--- src/design/apdf_pkg.sv ---
// Package for the addressed packet deframer: states, codes and the CRC-16 step.
`default_nettype none

package apdf_pkg;

  typedef enum logic [8:0] {
    S_START   = 9'b0_0000_0001,
    S_ADDR_HI = 9'b0_0000_0010,
    S_ADDR_LO = 9'b0_0000_0100,
    S_LEN     = 9'b0_0000_1000,
    S_CMD     = 9'b0_0001_0000,
    S_DATA    = 9'b0_0010_0000,
    S_CRC_HI  = 9'b0_0100_0000,
    S_CRC_LO  = 9'b0_1000_0000,
    S_REPLAY  = 9'b1_0000_0000
  } state_e;

  typedef enum logic [1:0] {
    ST_GOOD    = 2'd0,
    ST_BAD_CRC = 2'd1,
    ST_BAD_LEN = 2'd2,
    ST_OTHER   = 2'd3
  } status_e;

  typedef enum logic [1:0] {
    REG_OWN_ADDR_HI = 2'd0,
    REG_OWN_ADDR_LO = 2'd1,
    REG_START_MARK  = 2'd2,
    REG_PAYLOAD_CMD = 2'd3
  } cfg_reg_e;

  localparam logic [15:0] CrcInit        = 16'hFFFF;
  localparam logic [15:0] CrcPoly        = 16'h1021;
  localparam logic [7:0]  PayloadCmdInit = 8'hA4;

  // CRC-16 CCITT, MSB first, one byte
  function automatic logic [15:0] crc_byte(input logic [15:0] crc, input logic [7:0] b);
    logic [15:0] c;
    c = crc ^ {b, 8'h00};
    for (int i = 0; i < 8; i++) begin
      if (c[15]) begin
        c = {c[14:0], 1'b0} ^ CrcPoly;
      end else begin
        c = {c[14:0], 1'b0};
      end
    end
    return c;
  endfunction

endpackage

`default_nettype wire

--- src/design/apdf_ram.sv ---
// Generic single-write, single-read RAM with registered read data.
`default_nettype none

module apdf_ram #(
  parameter int Width = 8,
  parameter int Depth = 64,
  localparam int AddrW = (Depth > 1) ? $clog2(Depth) : 1
) (
  input  wire logic             clk_i,
  input  wire logic             we_i,
  input  wire logic [AddrW-1:0] waddr_i,
  input  wire logic [Width-1:0] wdata_i,
  input  wire logic             re_i,
  input  wire logic [AddrW-1:0] raddr_i,
  output logic      [Width-1:0] rdata_o
);

  logic [Width-1:0] mem [Depth];

  always_ff @(posedge clk_i) begin
    if (we_i) begin
      mem[waddr_i] <= wdata_i;
    end
    if (re_i) begin
      rdata_o <= mem[raddr_i];
    end
  end

endmodule

`default_nettype wire

--- src/design/addressed_packet_deframer_crc16.sv ---
// Output: a result is registered at the edge that takes the byte completing a packet;
// a replayed payload byte passes the RAM read register and then the result register.
// Throughput: one received byte per cycle while the result register is free; the input
// is held off in a replay, which reads a byte only after the last read has landed.
// Reset: async active low; clears FSM, CRC, counters and config registers;
// the payload RAM is not cleared (every replayed byte is written first).
`default_nettype none

module addressed_packet_deframer_crc16 #(
  parameter int PAYLOAD_MAX = 64
) (
  input  wire logic       clk_i,
  input  wire logic       rst_ni,
  input  wire logic       cfg_we_i,
  input  wire logic [1:0] cfg_idx_i,
  input  wire logic [7:0] cfg_wdata_i,
  input  wire logic       rx_valid_i,
  output logic            rx_ready_o,
  input  wire logic [7:0] rx_byte_i,
  output logic            out_valid_o,
  input  wire logic       out_ready_i,
  output logic      [1:0] status_o,
  output logic            addressed_to_us_o,
  output logic      [7:0] command_code_o,
  output logic      [6:0] frame_len_o,
  output logic      [7:0] data_byte_o,
  output logic            data_present_o,
  output logic            last_of_packet_o
);

  localparam int AddrW = (PAYLOAD_MAX > 1) ? $clog2(PAYLOAD_MAX) : 1;
  localparam logic [7:0] MaxLen = 8'(PAYLOAD_MAX);
  localparam logic [6:0] SatLen = 7'((PAYLOAD_MAX > 127) ? 127 : PAYLOAD_MAX);

  // config registers
  logic [7:0] own_hi_q, own_lo_q, start_mark_q, pay_cmd_q;

  always_ff @(posedge clk_i or negedge rst_ni) begin
    if (!rst_ni) begin
      own_hi_q     <= 8'h00;
      own_lo_q     <= 8'h00;
      start_mark_q <= 8'h00;
      pay_cmd_q    <= apdf_pkg::PayloadCmdInit;
    end else if (cfg_we_i) begin
      unique case (apdf_pkg::cfg_reg_e'(cfg_idx_i))
        apdf_pkg::REG_OWN_ADDR_HI: own_hi_q     <= cfg_wdata_i;
        apdf_pkg::REG_OWN_ADDR_LO: own_lo_q     <= cfg_wdata_i;
        apdf_pkg::REG_START_MARK:  start_mark_q <= cfg_wdata_i;
        apdf_pkg::REG_PAYLOAD_CMD: pay_cmd_q    <= cfg_wdata_i;
        default: ;
      endcase
    end
  end

  apdf_pkg::state_e state_q, state_d;
  logic [7:0]  net_hi_q, net_hi_d, net_lo_q, net_lo_d;
  logic [7:0]  len_q, len_d, cmd_q, cmd_d, crc_hi_q, crc_hi_d;
  logic [7:0]  wr_idx_q, wr_idx_d, rd_idx_q, rd_idx_d;
  logic [15:0] crc_q, crc_d;
  logic        rd_pend_q, rd_pend_d, pend_last_q, pend_last_d;

  logic        out_valid_q, out_valid_d;
  logic [1:0]  status_q, status_d;
  logic        ours_q, ours_d, present_q, present_d, last_q, last_d;
  logic [7:0]  ocmd_q, ocmd_d, data_q, data_d;
  logic [6:0]  olen_q, olen_d;

  logic        out_free, acc, ours, rd_issue, ram_we;
  logic [15:0] crc_next;
  logic [7:0]  wr_idx_inc, ram_rdata;

  assign out_free   = !out_valid_q || out_ready_i;
  assign rx_ready_o = (state_q != apdf_pkg::S_REPLAY) && out_free;
  assign acc        = rx_valid_i && rx_ready_o;
  assign ours       = (net_hi_q == own_hi_q) && (net_lo_q == own_lo_q);
  assign crc_next   = apdf_pkg::crc_byte(crc_q, rx_byte_i);
  assign wr_idx_inc = wr_idx_q + 8'd1;
  assign ram_we     = acc && (state_q == apdf_pkg::S_DATA);
  // one read in flight at a time, only when the result register is free
  assign rd_issue   = (state_q == apdf_pkg::S_REPLAY) && !rd_pend_q && out_free;

  // writes happen only in the data phase, reads only in replay: no overlap
  apdf_ram #(.Width(8), .Depth(PAYLOAD_MAX)) u_payload_ram (
    .clk_i   (clk_i),
    .we_i    (ram_we),
    .waddr_i (wr_idx_q[AddrW-1:0]),
    .wdata_i (rx_byte_i),
    .re_i    (rd_issue),
    .raddr_i (rd_idx_q[AddrW-1:0]),
    .rdata_o (ram_rdata)
  );

  always_comb begin
    state_d     = state_q;
    net_hi_d    = net_hi_q;
    net_lo_d    = net_lo_q;
    len_d       = len_q;
    cmd_d       = cmd_q;
    crc_hi_d    = crc_hi_q;
    wr_idx_d    = wr_idx_q;
    rd_idx_d    = rd_idx_q;
    crc_d       = crc_q;
    rd_pend_d   = rd_issue;
    pend_last_d = pend_last_q;

    out_valid_d = out_valid_q && !out_ready_i;
    status_d    = status_q;
    ours_d      = ours_q;
    ocmd_d      = ocmd_q;
    olen_d      = olen_q;
    data_d      = data_q;
    present_d   = present_q;
    last_d      = last_q;

    if (acc) begin
      unique case (state_q)
        apdf_pkg::S_START: begin
          if (rx_byte_i == start_mark_q) begin
            crc_d   = apdf_pkg::crc_byte(apdf_pkg::CrcInit, rx_byte_i);
            state_d = apdf_pkg::S_ADDR_HI;
          end
        end
        apdf_pkg::S_ADDR_HI: begin
          net_hi_d = rx_byte_i;
          crc_d    = crc_next;
          state_d  = apdf_pkg::S_ADDR_LO;
        end
        apdf_pkg::S_ADDR_LO: begin
          net_lo_d = rx_byte_i;
          crc_d    = crc_next;
          state_d  = apdf_pkg::S_LEN;
        end
        apdf_pkg::S_LEN: begin
          if (rx_byte_i > MaxLen) begin
            len_d       = {1'b0, SatLen};
            out_valid_d = 1'b1;
            status_d    = apdf_pkg::ST_BAD_LEN;
            ours_d      = ours;
            ocmd_d      = 8'h00;
            olen_d      = SatLen;
            data_d      = 8'h00;
            present_d   = 1'b0;
            last_d      = 1'b1;
            state_d     = apdf_pkg::S_START;
          end else begin
            len_d    = rx_byte_i;
            wr_idx_d = 8'h00;
            crc_d    = crc_next;
            state_d  = apdf_pkg::S_CMD;
          end
        end
        apdf_pkg::S_CMD: begin
          cmd_d = rx_byte_i;
          crc_d = crc_next;
          if (rx_byte_i == pay_cmd_q && len_q != 8'h00) begin
            state_d = apdf_pkg::S_DATA;
          end else begin
            state_d = apdf_pkg::S_CRC_HI;
          end
        end
        apdf_pkg::S_DATA: begin
          crc_d    = crc_next;
          wr_idx_d = wr_idx_inc;
          if (wr_idx_inc >= len_q) begin
            state_d = apdf_pkg::S_CRC_HI;
          end
        end
        apdf_pkg::S_CRC_HI: begin
          crc_hi_d = rx_byte_i;
          state_d  = apdf_pkg::S_CRC_LO;
        end
        apdf_pkg::S_CRC_LO: begin
          ours_d    = ours;
          ocmd_d    = cmd_q;
          olen_d    = len_q[6:0];
          data_d    = 8'h00;
          present_d = 1'b0;
          last_d    = 1'b1;
          state_d   = apdf_pkg::S_START;
          if ({crc_hi_q, rx_byte_i} != crc_q) begin
            out_valid_d = 1'b1;
            status_d    = apdf_pkg::ST_BAD_CRC;
          end else if (!ours) begin
            out_valid_d = 1'b1;
            status_d    = apdf_pkg::ST_OTHER;
          end else if (cmd_q == pay_cmd_q && len_q != 8'h00) begin
            rd_idx_d = 8'h00;
            state_d  = apdf_pkg::S_REPLAY;
          end else begin
            out_valid_d = 1'b1;
            status_d    = apdf_pkg::ST_GOOD;
          end
        end
        default: ;
      endcase
    end

    if (rd_issue) begin
      rd_idx_d    = rd_idx_q + 8'd1;
      pend_last_d = (rd_idx_q + 8'd1) == len_q;
    end

    // read data lands: result register is known free here
    if (rd_pend_q) begin
      out_valid_d = 1'b1;
      status_d    = apdf_pkg::ST_GOOD;
      ours_d      = 1'b1;
      ocmd_d      = cmd_q;
      olen_d      = len_q[6:0];
      data_d      = ram_rdata;
      present_d   = 1'b1;
      last_d      = pend_last_q;
      if (pend_last_q) begin
        state_d = apdf_pkg::S_START;
      end
    end
  end

  always_ff @(posedge clk_i or negedge rst_ni) begin
    if (!rst_ni) begin
      state_q     <= apdf_pkg::S_START;
      net_hi_q    <= 8'h00;
      net_lo_q    <= 8'h00;
      len_q       <= 8'h00;
      cmd_q       <= 8'h00;
      crc_hi_q    <= 8'h00;
      wr_idx_q    <= 8'h00;
      rd_idx_q    <= 8'h00;
      crc_q       <= apdf_pkg::CrcInit;
      rd_pend_q   <= 1'b0;
      pend_last_q <= 1'b0;
      out_valid_q <= 1'b0;
    end else begin
      state_q     <= state_d;
      net_hi_q    <= net_hi_d;
      net_lo_q    <= net_lo_d;
      len_q       <= len_d;
      cmd_q       <= cmd_d;
      crc_hi_q    <= crc_hi_d;
      wr_idx_q    <= wr_idx_d;
      rd_idx_q    <= rd_idx_d;
      crc_q       <= crc_d;
      rd_pend_q   <= rd_pend_d;
      pend_last_q <= pend_last_d;
      out_valid_q <= out_valid_d;
    end
  end

  always_ff @(posedge clk_i) begin
    status_q  <= status_d;
    ours_q    <= ours_d;
    ocmd_q    <= ocmd_d;
    olen_q    <= olen_d;
    data_q    <= data_d;
    present_q <= present_d;
    last_q    <= last_d;
  end

  assign out_valid_o       = out_valid_q;
  assign status_o          = status_q;
  assign addressed_to_us_o = ours_q;
  assign command_code_o    = ocmd_q;
  assign frame_len_o       = olen_q;
  assign data_byte_o       = data_q;
  assign data_present_o    = present_q;
  assign last_of_packet_o  = last_q;

endmodule

`default_nettype wire
--- config.mk ---
export PLATFORM = sky130hd
export DESIGN_NAME = addressed_packet_deframer_crc16
export DESIGN_NICKNAME = d
export VERILOG_FILES = /design/src/design/apdf_pkg.sv /design/src/design/apdf_ram.sv /design/src/design/addressed_packet_deframer_crc16.sv
export SDC_FILE = /design/constraint.sdc
export NUM_CORES = 1
export LEC_CHECK = 0
export ABC_AREA = 1
export BUFFER_PORTS_ARGS = -buffer_cell sky130_fd_sc_hd__buf_2
export CORE_MARGIN = 5
export CORE_UTILIZATION = 63
export CTS_BUF_LIST = sky130_fd_sc_hd__clkbuf_8 sky130_fd_sc_hd__clkbuf_16
export DETAILED_ROUTE_END_ITERATION = 10
export PLACE_DENSITY = 0.85
export SLEW_MARGIN = 20
export SYNTH_ARGS = -nofsm -noshare
export SYNTH_HDL_FRONTEND = slang
export SYNTH_SLANG_ARGS = --single-unit
--- constraint.sdc ---
create_clock -name clk_i -period 2.5 [get_ports clk_i]
set_input_delay 0.5 -clock clk_i [delete_from_list [all_inputs] [get_ports clk_i]]
set_output_delay 0.5 -clock clk_i [all_outputs]
set_load 0.02 [all_outputs]
---- Word-level counts from Yosys, hierarchy flattened ----
Memories as Yosys holds them, arrays and structs flattened. A register that Yosys moved wholly into a read port is not among the register bits.
Cells that the tools add are included.
cells by class
  magnitude comparators ................... 2
  equal/unequal tests ..................... 26
  multiply operators ...................... 0
  shift-type cells ........................ 0
  bitwise operators ....................... 18
  divide/modulo/power cells ............... 0
  mux-type cells .......................... 93
  reductions and logical operators ........ 40
  add/subtract/negate cells ............... 2
operators with widths
  kind                 count
  $mux 16              23
  $mux 13              16
  $mux 8               13
  $mux 9               8
  $pmux 9 s8           1
  $eq 8x8->1           6
  $not 3->3            16
  $pmux 16 s3          1
  $pmux 8 s2           3
  $mux 7               4
  $reduce_and 2->1     9
  $add 8x1->8 const B  2
  $ne 16x16->1         1
  $not 16->16          1
  $xor 16x16->16       1
  $pmux 7 s2           1
  $reduce_bool 2->1    7
  $mux 1               13
  $eq 9x1->1 const B   1
  $eq 9x2->1 const B   1
  $eq 9x3->1 const B   1
  $eq 9x4->1 const B   1
  $eq 9x5->1 const B   1
  $eq 9x6->1 const B   1
  other kinds (25)     49
storage, ports and cells
  bits in latches ......................... 0
  memories ................................ 1
  logic and storage cells ................. 205
  memory bits (read-only) ................. 0
  register bits after elaboration ......... 144
  output and inout port bits .............. 30
  bits in writable memories ............... 512
  input bits .............................. 23
memories
  memory             words  width  read ports  clocked after Yosys merged registers in  wr ports  RTL line        RTL
  u_payload_ram.mem  64     8      1           1                                        1         apdf_ram.sv:18  logic [Width-1:0] mem [Depth];

---- Longest topological paths before layout ----
  depth in word-level cells ............... 40
  depth in mapped cells ................... 16
  gate-level depth less buffers ........... 16

---- Modules after synthesis ----
From an unflattened synthesis, not the netlist that was laid out.
second synthesis, totals
  cells, all modules ...................... 2746
  area total of the unflattened synthesis .. 29084.1 um^2
by module, submodules not included
  module                           cells each  area each (um^2)  times used  sequential area each (um^2)
  apdf_ram                         1821        21395.5           1           15615.0
  addressed_packet_deframer_crc16  925         7688.6            1           3728.6

---- Least setup slack after synthesis ----
No wires, ideal clock.
  path type ............................... register to register
  start ................................... register state_q[0]
  end ..................................... register ocmd_q[0] (netlist: command_code_o[0]), enable pin
  path slack .............................. 272 ps
  arrival ................................. 1847 ps
  cell stages (with the launch flop) ...... 8
  buffers on the path ..................... 1
  period minus slack after synthesis ...... 2228 ps
  data required time ...................... 2119 ps
  cells stage by stage .................... dfstp_2 > nor2_1 > nand2_1 > nor3_4 > nor3_4 > buf_2 > nand2_1 > nand2_1
between the ends
  word-level cells in the longest chain between the ends .. 5
ends and longest elaborated chain
  element                                RTL line                                RTL
  start, declared                        addressed_packet_deframer_crc16.sv:55   apdf_pkg::state_e state_q, state_d;
  start signal, assigned                 addressed_packet_deframer_crc16.sv:221  state_q <= apdf_pkg::S_START;
  start signal, assigned                 addressed_packet_deframer_crc16.sv:234  state_q <= state_d;
  $ne 9x9->1                             addressed_packet_deframer_crc16.sv:73   assign rx_ready_o = (state_q != apdf_pkg::S_REPLAY) && out_free;
  $logic_and 1x1->1                      addressed_packet_deframer_crc16.sv:73
  $logic_and 1x1->1                      addressed_packet_deframer_crc16.sv:74   assign acc = rx_valid_i && rx_ready_o;
  $reduce_bool 2->1 (no source line)     --
  $reduce_and 3->1 (no source line) (*)  --
  end signal, assigned                   addressed_packet_deframer_crc16.sv:252  ocmd_q <= ocmd_d;
  end, declared                          addressed_packet_deframer_crc16.sv:65   logic [7:0] ocmd_q, ocmd_d, data_q, data_d;
Mark *: on every way between the ends. The rest lies on a longest branch, timed or not.
A chain may end at the register's enable or synchronous reset.

---- Worst setup path in the final report ----
  start ................................... register state_q[0]
  end ..................................... memory u_payload_ram.mem[18][5], enable pin
between the ends
  word-level cells in the longest chain between the ends .. 6
ends and longest elaborated chain
  element                           RTL line                               RTL
  $ne 9x9->1                        addressed_packet_deframer_crc16.sv:73
  $logic_and 1x1->1                 addressed_packet_deframer_crc16.sv:73
  $logic_and 1x1->1                 addressed_packet_deframer_crc16.sv:74
  $logic_and 1x1->1 (*)             addressed_packet_deframer_crc16.sv:78  assign ram_we = acc && (state_q == apdf_pkg::S_DATA);
  $mux 1 (*)                        apdf_ram.sv:21                         if (we_i) begin
  $mux 1 (implied by the code) (*)  apdf_ram.sv:22                         mem[waddr_i] <= wdata_i;
  end, declared                     apdf_ram.sv:18
Marked as above.

==> run metrics <==
worst hold slack 0.220 ns; Post-synth top flop edfxtp_1; core area 0.0444 mm²; RSZ-0062 raised after global routing yes; Avg Inst Size Synth 11.0 µm²; reg2reg end u_payload_ram.mem[18][5]$_DFFE_PP_; GRT Overall Usage around 30%; FF-to-FF setup slack -0.02 ns; DPL Wire Length 46300 µm; Layout Nets 2762; WP buf/inv 1; Compound-Gate Fraction of Synth Area roughly 11%; R2R depth 9; syn_nets 2620; cell family with most CP delay simple AND/OR/NAND/NOR gates; failing checks setup timing; mux cell area share after synthesis 0%; Synth area leader edfxtp_1; vias in the first global route 21.1k; CTS HTree Levels 3; worst IR drop on VDD 0.592 mV; Port Buffers 52; initial core utilization 64.0%; setup violators final 16; Vias 21.1k; async set or reset register ratio after synthesis 17.5%; TritonCTS clock tree built; fraction of the mapped netlist area in simple logic gates between 10 and 15%; flip-flop count of the largest register after layout ~510; clock sink count 664; Synth Instances 2587; num ports 53; Initial DRC Count 2783; post-synth top area share a little under three fifths; Top reg by flops u_payload_ram.mem; final wirelength 75300 µm; Slew @ Worst Pin 0.784 ns; fillcell total 2798; WP data arrival 2.82 ns; die height 222 µm; Die X 222 µm; largest family of logic cells by synthesized area simple AND/OR/NAND/NOR gates; DRC violations left 0; Seq/Total Area, Yosys 68.1%; most frequent cells in the layout edfxtp_1 (544), nand2_1 (474), nor2_1 (407), o21ai_0 (357), buf_4 (135); Critical Path Sink Type flop; Layout area overhead 14.1%; Cells after DPL 3247; wire per inst 22.3 µm; Non-Filler Instances 3374; first-pass GRT wire length approximately 120000 µm; MaxCap Viol Count 0; Setup TNS -0.322 ns; initial antenna violation count 0; hold_sp cfg_wdata_i[0]; cell depth of the worst setup path 9; final hold viol count 0; Post-Synth XOR/XNOR Area ~2.3%; worst path cell trace nor2_1 -> nand2_1 -> nor3_4 -> nor3_4 -> nand2_4 -> nor2_4 -> nand3_2 -> nor2_1 -> buf_4; CP max FO 8; clock buffer count from CTS 67; CTS Root Cell clkbuf_16; worst r2r src state_q[0]$_DFF_PN1_; Setup CP Type reg -> reg; Sequential cell area 0.0194 mm²; Pwr Density 703 mW/mm²; Hold WC Path Type in -> reg; Synth Register Bits 664; final worst path period share 101%; critical path's slowest cell dfstp_2; CP peak stage delay 0.55 ns; max-slew violations 0; status finished, violations left; Worst Hold Path EP own_lo_q[0]$_DFFE_PN0P_; Worst EP required 2.80 ns; drt pass-1 iters 6; post-synthesis cell type count 44; share of cells above drive strength 1 13.4%; Netlist Area Pre-Place approximately 0.028 mm²; CP Launch Type flop; standard-cell rows 77; commonest non-fill, non-tap cell in the layout edfxtp_1; Worst-path clk slew around 0.060 ns; gr ovfl total 0; Regs by FF count u_payload_ram.mem: 512 flops, crc_q: 16 flops, state_q: 9 flops; P_leak about 0.012 µW; Final min period 2.52 ns; largest net degree at the start of global routing 78; Final GP Congestion 0.971; ant diodes 0; Area contributors post-synth edfxtp_1 (58%), dfrtp_1 (8.5%), o21ai_0 (6.3%), nand2_1 (6.3%), nor2_1 (5.4%); worst hold stages 3; Worst-Skew Late Latency 0.61 ns; final worst-path setup slack -0.0246 ns; Via density 6.24; area of the multi-input gates approximately 0.0080 mm²; ANT nets after route 0; area share of fa/ha/maj cells after synthesis 0.441%; maximum root-to-sink buffer count 3; Max-slew headroom 47.7%; Synthesis Warnings 0; Setup Skew 0.0297 ns; Post-synth EDFFs between 500 and 600; fmax 0.396 GHz; die area between 0.04 and 0.05 mm²
routing by layer:
| layer | routed length (µm) | track usage (%) | share of wire [%] | vias up |
|---|---|---|---|---|
| met1 | 26100 | 37.7 | 35 | 10100 |
| met5 | 0 | 0 | 0 | - |
| met3 | 7950 | 6.07 | 11 | 285 |
| met4 | 4080 | 15.6 | 5.4 | 0 |
| li1 | - | - | - | 9301 |
| met2 | 37200 | 50.1 | 49 | 1426 |
cells by family after synthesis:
| group | after synthesis |
|---|---|
| flops | 664 |
| buf+inv | 249 |
| fa+ha+maj | 10 |
| compound gates | 580 |
| xor+xnor | 73 |
| simple gates | 1011 |
area by class of cell:
cell class | count | share of cell area (%)
Tap cell | 592 | 2.29
Inverter | 114 | 1.34
Clock inverter | 46 | 0.942
Clock buffer | 76 | 5.76
Timing Repair Buffer | 208 | 5.25
Multi-Input combinational cell | 1674 | 24.7
Sequential cell | 664 | 59.7
cell usage after synthesis (10+ instances only):
cell	instances
xnor2_1	44
dfstp_2	20
xor2_1	29
nor2_1	409
edfxtp_1	544
a21oi_1	41
buf_2	45
ha_1	10
clkbuf_1	66
nand2_1	474
inv_1	105
o21ai_1	38
o22ai_1	134
o21ai_0	357
nand3_1	78
dfrtp_1	96
how the worst max path moves through the flow:
stage	from	slack [ns]	endpoint
after global placement	rx_byte_i[2]	0.19	crc_q[3]$_DFFE_PN1P_
after detailed placement	state_q[0]$_DFF_PN1_	0.13	u_payload_ram.mem[10][4]$_DFFE_PP_
after floorplan	state_q[0]$_DFF_PN1_	0.27	command_code_o[0]$_DFFE_PP_
after global routing	state_q[0]$_DFF_PN1_	-0.05	u_payload_ram.mem[18][5]$_DFFE_PP_
after CTS	state_q[0]$_DFF_PN1_	0.04	u_payload_ram.mem[18][0]$_DFFE_PP_
final	state_q[0]$_DFF_PN1_	-0.02	u_payload_ram.mem[18][5]$_DFFE_PP_
repair_timing:
item,CTS,global route
endpoints found under the setup margin,0,22
endpoints found under the hold margin,43,0
buffers inserted,0,3
hold buffers,1,0
resized for setup,0,9
power by group:
part           internal (µW)  total (µW)  switching (µW)
Sequential             12100       12200            90.8
Combinational            221         717             496
Clock                   5760        9920            4160
Total                  18000       22800            4750
worst min-delay path, cell delays in order:
cell and delay, ns:
buf_2 0.07, inv_1 0.06, o21ai_0 0.14
stage by stage:
stage	utilization, %	power [µW]	setup WS [ns]	area, µm²
finish	73.0	22800	-0.0246	32400
global route	73.0	23500	-0.0454	32400
CTS	72.8	22800	0.0364	32300
detailed placement	67.9	13100	0.132	30200
global placement	67.9	13000	0.191	30200
floorplan	-	12700	0.272	28400
(Power assumes the default switching activity.)
